==> src/blpw_pkg.sv <==
// shared types and constants for the bresenham line pixel writer
`default_nettype none
package blpw_pkg;

    localparam int DIM_W     = 13;   // width of the image size registers
    localparam int ADDR_W    = 26;   // byte address width
    localparam int ROW_W     = 16;   // padded row size in bytes
    localparam int BYTE_W    = 8;
    localparam int CFG_IDX_W = 2;

    localparam logic [BYTE_W-1:0] FULL_BYTE = 8'hFF;
    localparam logic [ROW_W-1:0]  ROW_ROUND = 16'd3;
    localparam logic [ROW_W-1:0]  ROW_MASK  = ~16'd3;

    localparam logic OP_START = 1'b0;
    localparam logic OP_STEP  = 1'b1;

    localparam logic [CFG_IDX_W-1:0] CFG_WIDTH  = 2'd0;
    localparam logic [CFG_IDX_W-1:0] CFG_HEIGHT = 2'd1;
    localparam logic [CFG_IDX_W-1:0] CFG_MODE   = 2'd2;

    typedef struct packed {
        logic [DIM_W-1:0] width;
        logic [DIM_W-1:0] height;
        logic             mode;
    } t_cfg;

    typedef struct packed {
        logic color;
        logic last;
        logic error;
    } t_pix_flags;

endpackage
`default_nettype wire

==> src/blpw_cfg.sv <==
// configuration registers: image width, image height and pixel mode
`default_nettype none
module blpw_cfg (
    input  wire logic                           i_clk,
    input  wire logic                           i_rst_n,
    input  wire logic                           i_we,
    input  wire logic [blpw_pkg::CFG_IDX_W-1:0] i_index,
    input  wire logic [blpw_pkg::DIM_W-1:0]     i_data,
    output blpw_pkg::t_cfg                      o_cfg
);

    blpw_pkg::t_cfg r_cfg;

    always_ff @(posedge i_clk) begin
        if (!i_rst_n) begin
            r_cfg.width  <= blpw_pkg::DIM_W'(1);
            r_cfg.height <= blpw_pkg::DIM_W'(1);
            r_cfg.mode   <= 1'b0;
        end else if (i_we) begin
            case (i_index)
                blpw_pkg::CFG_WIDTH:  r_cfg.width  <= i_data;
                blpw_pkg::CFG_HEIGHT: r_cfg.height <= i_data;
                blpw_pkg::CFG_MODE:   r_cfg.mode   <= i_data[0];
                default: ;
            endcase
        end
    end

    assign o_cfg = r_cfg;

endmodule
`default_nettype wire

==> src/blpw_walk.sv <==
// input stage: bounds check, line set-up and one bresenham error step per transaction
`default_nettype none
module blpw_walk #(
    parameter int COORD_BITS = 12
) (
    input  wire logic                  i_clk,
    input  wire logic                  i_rst_n,
    input  wire logic                  i_valid,
    output logic                       o_stall,
    input  wire logic                  i_opcode,
    input  wire logic [COORD_BITS-1:0] i_start_x,
    input  wire logic [COORD_BITS-1:0] i_start_y,
    input  wire logic [COORD_BITS-1:0] i_end_x,
    input  wire logic [COORD_BITS-1:0] i_end_y,
    input  wire logic                  i_color,
    input  wire blpw_pkg::t_cfg        i_cfg,
    input  wire logic                  i_ready,
    output logic                       o_pix_valid,
    output logic [COORD_BITS-1:0]      o_pix_x,
    output logic [COORD_BITS-1:0]      o_pix_y,
    output blpw_pkg::t_pix_flags       o_pix_flags
);

    localparam int CW = (COORD_BITS > blpw_pkg::DIM_W) ? COORD_BITS : blpw_pkg::DIM_W;
    localparam int DW = COORD_BITS + 1;   // signed deltas
    localparam int EW = COORD_BITS + 2;   // error term
    localparam int XW = COORD_BITS + 3;   // doubled error term

    // walk state
    logic [COORD_BITS-1:0] r_cur_x, r_cur_y, r_tgt_x, r_tgt_y;
    logic signed [DW-1:0]  r_dx, r_dyn;
    logic signed [EW-1:0]  r_err;
    logic                  r_sx_neg, r_sy_neg, r_active, r_color;

    // pixel stage register
    logic                  r_s1_valid;
    logic [COORD_BITS-1:0] r_s1_x, r_s1_y;
    blpw_pkg::t_pix_flags  r_s1_flags;

    logic                  accept, is_start, outside, same_pt;
    logic [COORD_BITS-1:0] adx, ady;
    logic signed [DW-1:0]  n_dx, n_dyn;
    logic signed [XW-1:0]  e2;
    logic                  mv_x, mv_y, done;
    logic signed [EW-1:0]  n_err;
    logic [COORD_BITS-1:0] n_x, n_y;

    assign o_stall  = r_s1_valid && !i_ready;
    assign accept   = i_valid && !o_stall;
    assign is_start = (i_opcode == blpw_pkg::OP_START);

    assign outside = (CW'(i_start_x) >= CW'(i_cfg.width))  ||
                     (CW'(i_end_x)   >= CW'(i_cfg.width))  ||
                     (CW'(i_start_y) >= CW'(i_cfg.height)) ||
                     (CW'(i_end_y)   >= CW'(i_cfg.height));

    assign adx     = (i_end_x > i_start_x) ? (i_end_x - i_start_x) : (i_start_x - i_end_x);
    assign ady     = (i_end_y > i_start_y) ? (i_end_y - i_start_y) : (i_start_y - i_end_y);
    assign n_dx    = $signed({1'b0, adx});
    assign n_dyn   = -$signed({1'b0, ady});
    assign same_pt = (i_start_x == i_end_x) && (i_start_y == i_end_y);

    // one error step
    assign e2    = XW'(r_err) <<< 1;
    assign mv_x  = (e2 >= XW'(r_dyn));
    assign mv_y  = (e2 <= XW'(r_dx));
    assign n_err = r_err + (mv_x ? EW'(r_dyn) : EW'(0)) + (mv_y ? EW'(r_dx) : EW'(0));
    assign n_x   = mv_x ? (r_sx_neg ? r_cur_x - 1'b1 : r_cur_x + 1'b1) : r_cur_x;
    assign n_y   = mv_y ? (r_sy_neg ? r_cur_y - 1'b1 : r_cur_y + 1'b1) : r_cur_y;
    assign done  = (n_x == r_tgt_x) && (n_y == r_tgt_y);

    always_ff @(posedge i_clk) begin
        if (!i_rst_n) begin
            r_cur_x    <= '0;
            r_cur_y    <= '0;
            r_tgt_x    <= '0;
            r_tgt_y    <= '0;
            r_dx       <= '0;
            r_dyn      <= '0;
            r_err      <= '0;
            r_sx_neg   <= 1'b0;
            r_sy_neg   <= 1'b0;
            r_active   <= 1'b0;
            r_color    <= 1'b0;
            r_s1_valid <= 1'b0;
        end else begin
            if (!o_stall) begin
                r_s1_valid <= accept && (is_start || r_active);
            end
            if (accept) begin
                if (is_start) begin
                    r_active <= 1'b0;
                    if (!outside) begin
                        r_cur_x  <= i_start_x;
                        r_cur_y  <= i_start_y;
                        r_tgt_x  <= i_end_x;
                        r_tgt_y  <= i_end_y;
                        r_dx     <= n_dx;
                        r_dyn    <= n_dyn;
                        r_sx_neg <= !(i_start_x < i_end_x);
                        r_sy_neg <= !(i_start_y < i_end_y);
                        r_err    <= EW'(n_dx) + EW'(n_dyn);
                        r_color  <= i_color;
                        r_active <= !same_pt;
                    end
                end else if (r_active) begin
                    r_cur_x <= n_x;
                    r_cur_y <= n_y;
                    r_err   <= n_err;
                    if (done) begin
                        r_active <= 1'b0;
                    end
                end
            end
        end
    end

    // payload of the pixel stage
    always_ff @(posedge i_clk) begin
        if (accept) begin
            if (is_start) begin
                r_s1_x           <= i_start_x;
                r_s1_y           <= i_start_y;
                r_s1_flags.color <= i_color;
                r_s1_flags.last  <= same_pt;
                r_s1_flags.error <= outside;
            end else begin
                r_s1_x           <= n_x;
                r_s1_y           <= n_y;
                r_s1_flags.color <= r_color;
                r_s1_flags.last  <= done;
                r_s1_flags.error <= 1'b0;
            end
        end
    end

    assign o_pix_valid = r_s1_valid;
    assign o_pix_x     = r_s1_x;
    assign o_pix_y     = r_s1_y;
    assign o_pix_flags = r_s1_flags;

endmodule
`default_nettype wire

==> src/blpw_addr.sv <==
// output stage: flipped, padded byte address and the result register
`default_nettype none
module blpw_addr #(
    parameter int COORD_BITS = 12
) (
    input  wire logic                         i_clk,
    input  wire logic                         i_rst_n,
    input  wire logic                         i_pix_valid,
    input  wire logic [COORD_BITS-1:0]        i_pix_x,
    input  wire logic [COORD_BITS-1:0]        i_pix_y,
    input  wire blpw_pkg::t_pix_flags         i_pix_flags,
    input  wire blpw_pkg::t_cfg               i_cfg,
    output logic                              o_ready,
    output logic                              o_valid,
    input  wire logic                         i_stall,
    output logic [COORD_BITS-1:0]             o_pixel_x,
    output logic [COORD_BITS-1:0]             o_pixel_y,
    output logic [blpw_pkg::ADDR_W-1:0]       o_byte_address,
    output logic [blpw_pkg::BYTE_W-1:0]       o_pixel_byte,
    output logic                              o_write_alpha,
    output logic                              o_last,
    output logic                              o_error
);

    localparam int AW = blpw_pkg::ADDR_W;

    logic                         r_valid;
    logic [COORD_BITS-1:0]        r_x, r_y;
    logic [AW-1:0]                r_addr;
    logic [blpw_pkg::BYTE_W-1:0]  r_byte;
    logic                         r_alpha, r_last, r_error;

    logic [blpw_pkg::ROW_W-1:0]   width_bytes, row_size;
    logic [AW-1:0]                flipped, x_ext, x_bytes, addr;

    // bytes per pixel is 3 or 4, rows rounded up to a multiple of four
    assign width_bytes = i_cfg.mode ? (blpw_pkg::ROW_W'(i_cfg.width) << 2)
                                    : (blpw_pkg::ROW_W'(i_cfg.width) +
                                       (blpw_pkg::ROW_W'(i_cfg.width) << 1));
    assign row_size    = (width_bytes + blpw_pkg::ROW_ROUND) & blpw_pkg::ROW_MASK;

    // bottom-up buffer, arithmetic wraps modulo the address width
    assign flipped = AW'(i_cfg.height) - AW'(1) - AW'(i_pix_y);
    assign x_ext   = AW'(i_pix_x);
    assign x_bytes = i_cfg.mode ? (x_ext << 2) : (x_ext + (x_ext << 1));
    assign addr    = AW'(flipped * AW'(row_size)) + x_bytes;

    assign o_ready = !r_valid || !i_stall;

    always_ff @(posedge i_clk) begin
        if (!i_rst_n) begin
            r_valid <= 1'b0;
        end else if (o_ready) begin
            r_valid <= i_pix_valid;
        end
    end

    always_ff @(posedge i_clk) begin
        if (o_ready && i_pix_valid) begin
            if (i_pix_flags.error) begin
                r_x     <= '0;
                r_y     <= '0;
                r_addr  <= '0;
                r_byte  <= '0;
                r_alpha <= 1'b0;
                r_last  <= 1'b0;
                r_error <= 1'b1;
            end else begin
                r_x     <= i_pix_x;
                r_y     <= i_pix_y;
                r_addr  <= addr;
                r_byte  <= i_pix_flags.color ? blpw_pkg::FULL_BYTE : '0;
                r_alpha <= i_cfg.mode;
                r_last  <= i_pix_flags.last;
                r_error <= 1'b0;
            end
        end
    end

    assign o_valid        = r_valid;
    assign o_pixel_x      = r_x;
    assign o_pixel_y      = r_y;
    assign o_byte_address = r_addr;
    assign o_pixel_byte   = r_byte;
    assign o_write_alpha  = r_alpha;
    assign o_last         = r_last;
    assign o_error        = r_error;

endmodule
`default_nettype wire

==> src/bresenham_line_pixel_writer_core.sv <==
// top level of the bresenham line pixel writer
`default_nettype none
// Bresenham line rasterizer for a bottom-up, row-padded frame buffer. A start
// transaction (opcode 0) checks both endpoints against the configured image size
// and answers with either an error result or the first pixel; each step
// transaction (opcode 1) answers with the next pixel of the line, the endpoint
// flagged as last. A step while no line runs gives no result. One transaction is
// accepted every cycle while o_stall is low; a result is registered first in the
// walk pixel stage and then in the address stage, whose single 26 by 16 bit
// multiply of the flipped row by the row size sets the cycle time. The user must
// write image size and pixel mode through the configuration port while the block
// is idle; the block itself does not enforce this. Writes take effect at once.
module bresenham_line_pixel_writer_core #(
    parameter int COORD_BITS = 12
) (
    input  wire logic                           i_clk,
    input  wire logic                           i_rst_n,
    input  wire logic                           i_cfg_we,
    input  wire logic [blpw_pkg::CFG_IDX_W-1:0] i_cfg_index,
    input  wire logic [blpw_pkg::DIM_W-1:0]     i_cfg_data,
    input  wire logic                           i_valid,
    output logic                                o_stall,
    input  wire logic                           i_opcode,
    input  wire logic [COORD_BITS-1:0]          i_start_x,
    input  wire logic [COORD_BITS-1:0]          i_start_y,
    input  wire logic [COORD_BITS-1:0]          i_end_x,
    input  wire logic [COORD_BITS-1:0]          i_end_y,
    input  wire logic                           i_color,
    output logic                                o_valid,
    input  wire logic                           i_stall,
    output logic [COORD_BITS-1:0]               o_pixel_x,
    output logic [COORD_BITS-1:0]               o_pixel_y,
    output logic [blpw_pkg::ADDR_W-1:0]         o_byte_address,
    output logic [blpw_pkg::BYTE_W-1:0]         o_pixel_byte,
    output logic                                o_write_alpha,
    output logic                                o_last,
    output logic                                o_error
);

    blpw_pkg::t_cfg        cfg;
    blpw_pkg::t_pix_flags  pix_flags;
    logic                  pix_valid, addr_ready;
    logic [COORD_BITS-1:0] pix_x, pix_y;

    blpw_cfg u_cfg (
        .i_clk   (i_clk),
        .i_rst_n (i_rst_n),
        .i_we    (i_cfg_we),
        .i_index (i_cfg_index),
        .i_data  (i_cfg_data),
        .o_cfg   (cfg)
    );

    blpw_walk #(
        .COORD_BITS (COORD_BITS)
    ) u_walk (
        .i_clk       (i_clk),
        .i_rst_n     (i_rst_n),
        .i_valid     (i_valid),
        .o_stall     (o_stall),
        .i_opcode    (i_opcode),
        .i_start_x   (i_start_x),
        .i_start_y   (i_start_y),
        .i_end_x     (i_end_x),
        .i_end_y     (i_end_y),
        .i_color     (i_color),
        .i_cfg       (cfg),
        .i_ready     (addr_ready),
        .o_pix_valid (pix_valid),
        .o_pix_x     (pix_x),
        .o_pix_y     (pix_y),
        .o_pix_flags (pix_flags)
    );

    blpw_addr #(
        .COORD_BITS (COORD_BITS)
    ) u_addr (
        .i_clk          (i_clk),
        .i_rst_n        (i_rst_n),
        .i_pix_valid    (pix_valid),
        .i_pix_x        (pix_x),
        .i_pix_y        (pix_y),
        .i_pix_flags    (pix_flags),
        .i_cfg          (cfg),
        .o_ready        (addr_ready),
        .o_valid        (o_valid),
        .i_stall        (i_stall),
        .o_pixel_x      (o_pixel_x),
        .o_pixel_y      (o_pixel_y),
        .o_byte_address (o_byte_address),
        .o_pixel_byte   (o_pixel_byte),
        .o_write_alpha  (o_write_alpha),
        .o_last         (o_last),
        .o_error        (o_error)
    );

endmodule
`default_nettype wire

==> config.mk <==
export PLATFORM = sky130hd
export DESIGN_NAME = bresenham_line_pixel_writer_core
export DESIGN_NICKNAME = d
export VERILOG_FILES = /design/src/blpw_pkg.sv /design/src/blpw_cfg.sv /design/src/blpw_walk.sv /design/src/blpw_addr.sv /design/src/bresenham_line_pixel_writer_core.sv
export SDC_FILE = /design/constraint.sdc
export NUM_CORES = 1
export LEC_CHECK = 0
export ABC_AREA = 1
export CORE_MARGIN = 2
export CORE_UTILIZATION = 60
export CTS_BUF_LIST = sky130_fd_sc_hd__clkbuf_8
export DETAILED_ROUTE_END_ITERATION = 8
export DONT_BUFFER_PORTS = 1
export PLACE_DENSITY = 0.87
export REMOVE_ABC_BUFFERS = 1
export SYNTH_ARGS = -nofsm -noshare
export SYNTH_HDL_FRONTEND = slang
export SYNTH_HIERARCHICAL = 1
export SYNTH_SLANG_ARGS = --single-unit
==> constraint.sdc <==
create_clock -name i_clk -period 14.3 [get_ports i_clk]
set_clock_uncertainty 0.2 [all_clocks]
set_input_delay 0.715 -clock i_clk [delete_from_list [all_inputs] [get_ports i_clk]]
set_output_delay 0.715 -clock i_clk [all_outputs]
set_load 0.01 [all_outputs]
==> results.py <==
metrics = {
    "clock_tree": {
        "clockRootBuffer": "clkbuf_8",
        "htree_levels": 2,
        "clockBufferDepth": 3,
        "cts_tree": "built",
        "path_clk_slew_ns": 0.06,
        "numClockSinks": 201,
        "cts_buffers": 40,
        "postCtsSetupRepairBufs": 0,
        "worst_skew_pair.late_latency_ns": 0.64,
        "post_cts_resized": 0,
    },
    "global_routing": {
        "grt_pass1_wl_um": 119000,
        "overflow": 0,
        "grt_usage_pct": 34.3,
        "antenna_found_initial": 2,
        "grt_pass1_vias": 22700,
        "grt_max_degree": 91,
    },
    "synthesis": {
        "syn_avg_cell_area_um2": 7.16,
        "synthMostInstantiatedCell": "nand2_1",
        "synth_cells": 3555,
        "yosysSeqAreaShare_pct": 19.0,
        "synth_top_cells_by_count": "nand2_1, inv_1, nor2_1",
        "synth-edff-count": 81,
        "yosys_warnings": 6,
        "netlist_area_mm2": 0.0255,
        "synth_top_cell_by_area": "fa_1",
        "ys_async_sr_fraction_pct": 0,
        "ys_types": 63,
        "dominantRegCellSynth": "dfxtp_1",
        "yosys_register_bits": 201,
        "synth_top_area_share_pct": 15.1,
        "synth_area_leaders": "fa_1, ha_1, nand2_1, inv_1, edfxtp_1",
    },
    "layout": {
        "layout-drive-gt1-share_pct": 5.48,
        "nNetsFinal": 4057,
        "synthToLayoutAreaGrowth_pct": 4.90,
        "nFillCells": 3718,
        "final_cells": 4097,
        "antennaDiodeCount": 0,
    },
    "place": {
        "dp_hpwl_um": 59600,
        "gp_congestion": 1.01,
        "dpl.cell_count": 4022,
        "io_buffers": 0,
    },
    "detailed_routing": {
        "drc_errors": 0,
        "routedWlPerCell_um": 18.3,
        "ant_nets": 0,
        "route.vias.total": 23500,
        "drt_iter0_drc": 2685,
        "drtPass1Iterations": 6,
        "viasPerCell": 5.74,
        "drt_wl_total_um": 74800,
    },
    "min_path": {
        "hp-class": "input port to register",
    },
    "floorplanning": {
        "row_count": 75,
        "fp.dieW_um": 210,
        "die_area_mm2": 0.0441,
        "core_mm2": 0.0419,
        "boundaryPins": 133,
        "die_height_um": 210,
        "start_util_pct": 60.7,
    },
    "setup_path": {
        "critPathArrivalTime_ns": 9.88,
        "slowest_stage": "xnor2_1",
        "worstSetupPathType": "register to register",
        "worstPathRequired_ns": 14.57,
        "crit_path_frequent_cell": "nand2_1",
        "critPathCaptureType": "register",
        "slowest_delay_ns": 0.99,
        "startpoint_type": "register",
        "crit_path_max_fanout": 11,
    },
    "timing": {
        "max-slew-margin-rel_pct": 14.5,
        "period_minus_slack_ns": 9.61,
        "max_slew.worst_pin.slew_ns": 1.27,
        "fmaxAchievable_ghz": 0.104,
        "slew_viol_final": 0,
        "rsz0062_at_grt": "no",
        "hold_viol_final": 0,
        "finalSetupTns_ns": 0,
        "setup_viol": 0,
        "finalCritPeriodShare_pct": 67.2,
    },
    "run": {
        "maxCapViolations": 0,
    },
    "run_status": {
        "outcome": "completed",
    },
}
-- worst max-delay path, delay by kind of cell, from the launching register on --
family          cells  cell delay (ns)
compound gates      6             1.00
xor+xnor            2             1.15
fa+ha+maj          10             4.37
buf+inv             7             0.51
flops               1             0.41
simple gates       16             1.82
-- sequential cells by signal, summed over array words and instances, names as in the netlist, 3 cells and up --
| name | count |
|---|---|
| u_walk/r_tgt_y | 12 |
| u_walk/r_err | 14 |
| u_walk/o_pix_x | 12 |
| u_walk/r_dyn | 13 |
| u_walk/r_cur_y | 12 |
| u_walk/o_pix_y | 12 |
| u_walk/r_tgt_x | 12 |
| u_walk/r_dx | 12 |
| u_walk/r_cur_x | 12 |
| u_addr/o_byte_address | 26 |
| u_addr/o_pixel_x | 12 |
| u_addr/o_pixel_y | 12 |
| u_walk/o_pix_flags | 3 |
| u_cfg/o_cfg | 27 |
-- layer usage --
layer	vias to the layer above	part of all wire [%]	track usage, %
met5	-	0.025	0
met4	4	4.0	14.3
met3	228	10	8.02
met2	1082	45	55.2
met1	10900	41	44.5
li1	11300	-	-
-- stage by stage --
stage / hold slack (ns) / utilization (%) / setup WS [ns] / instance area (um2)
3_5_place_dp: 0.241 / 61.6 / 4.80 / 25800
4_1_cts: 0.000976 / 63.7 / 4.81 / 26700
6_report: 0.0347 / 63.7 / 4.69 / 26700
5_1_grt: 0.0315 / 63.7 / 3.96 / 26700
2_1_floorplan: 0.224 / - / 5.85 / 25000
3_3_place_gp: 0.232 / 61.6 / 5.05 / 25800
-- area by class of cell --
class	instances	area (um2)	share of cell area, %
inverters	683	2560	9.60
flip-flops and latches	201	4830	18.1
repair buffers	16	125	0.468
multi-input cells	2585	17700	66.1
clock inverters	24	181	0.679
clock buffers	49	674	2.52
well taps	539	674	2.52
-- logic make-up after synthesis --
family	Yosys count	share of synthesized area, %
and+or+nand+nor	1431	24.5
buffers and inverters	769	11.7
AOI/OAI and AO/OA	582	12.5
adders and majority gates	460	28.3
DFF	201	19.0
xor gates and xnor gates	110	3.84
muxes	2	0.0786
-- what timing repair did --
action / 4_1_cts / 5_1_grt
hold buffers: 2 / 0
endpoints found under the hold margin: 5 / 0
endpoints found under the setup margin: 0 / 0
-- cell usage in the layout, fill, tap and decap left out, drive strengths merged, types with 7 or more instances in the layout --
cell	instances
edfxtp	81
clkinv	14
dfxtp	120
inv	690
o21a	7
fa	192
ha	268
a21o	10
nand2	786
a21oi	255
nand3b	22
or2	10
xnor2	36
nor3	26
buf	14
o21ai	220
xor2	74
clkbuf	49
nand4	40
o21bai	10
nand3	167
nor2	368
a211oi	29
a31oi	19
-- path summary, 6_finish.rpt --
path                          startpoint                                       to  slack, ns  depth (start not counted)
max          u_cfg/o_cfg[1]$_SDFFE_PN1P_  u_addr/o_byte_address[24]$_SDFFCE_PP0P_       4.69                         41
min                        i_cfg_data[7]              u_cfg/o_cfg[8]$_SDFFE_PN0P_       0.03                          2
max reg2reg  u_cfg/o_cfg[1]$_SDFFE_PN1P_  u_addr/o_byte_address[24]$_SDFFCE_PP0P_       4.69                         41
min reg2reg  u_walk/r_color$_SDFFE_PN0P_              u_walk/r_color$_SDFFE_PN0P_       0.26                          2
Power is left out: the tool's default activity adds up to more than one toggle a clock period on the data nets, which glitch-free logic cannot reach.
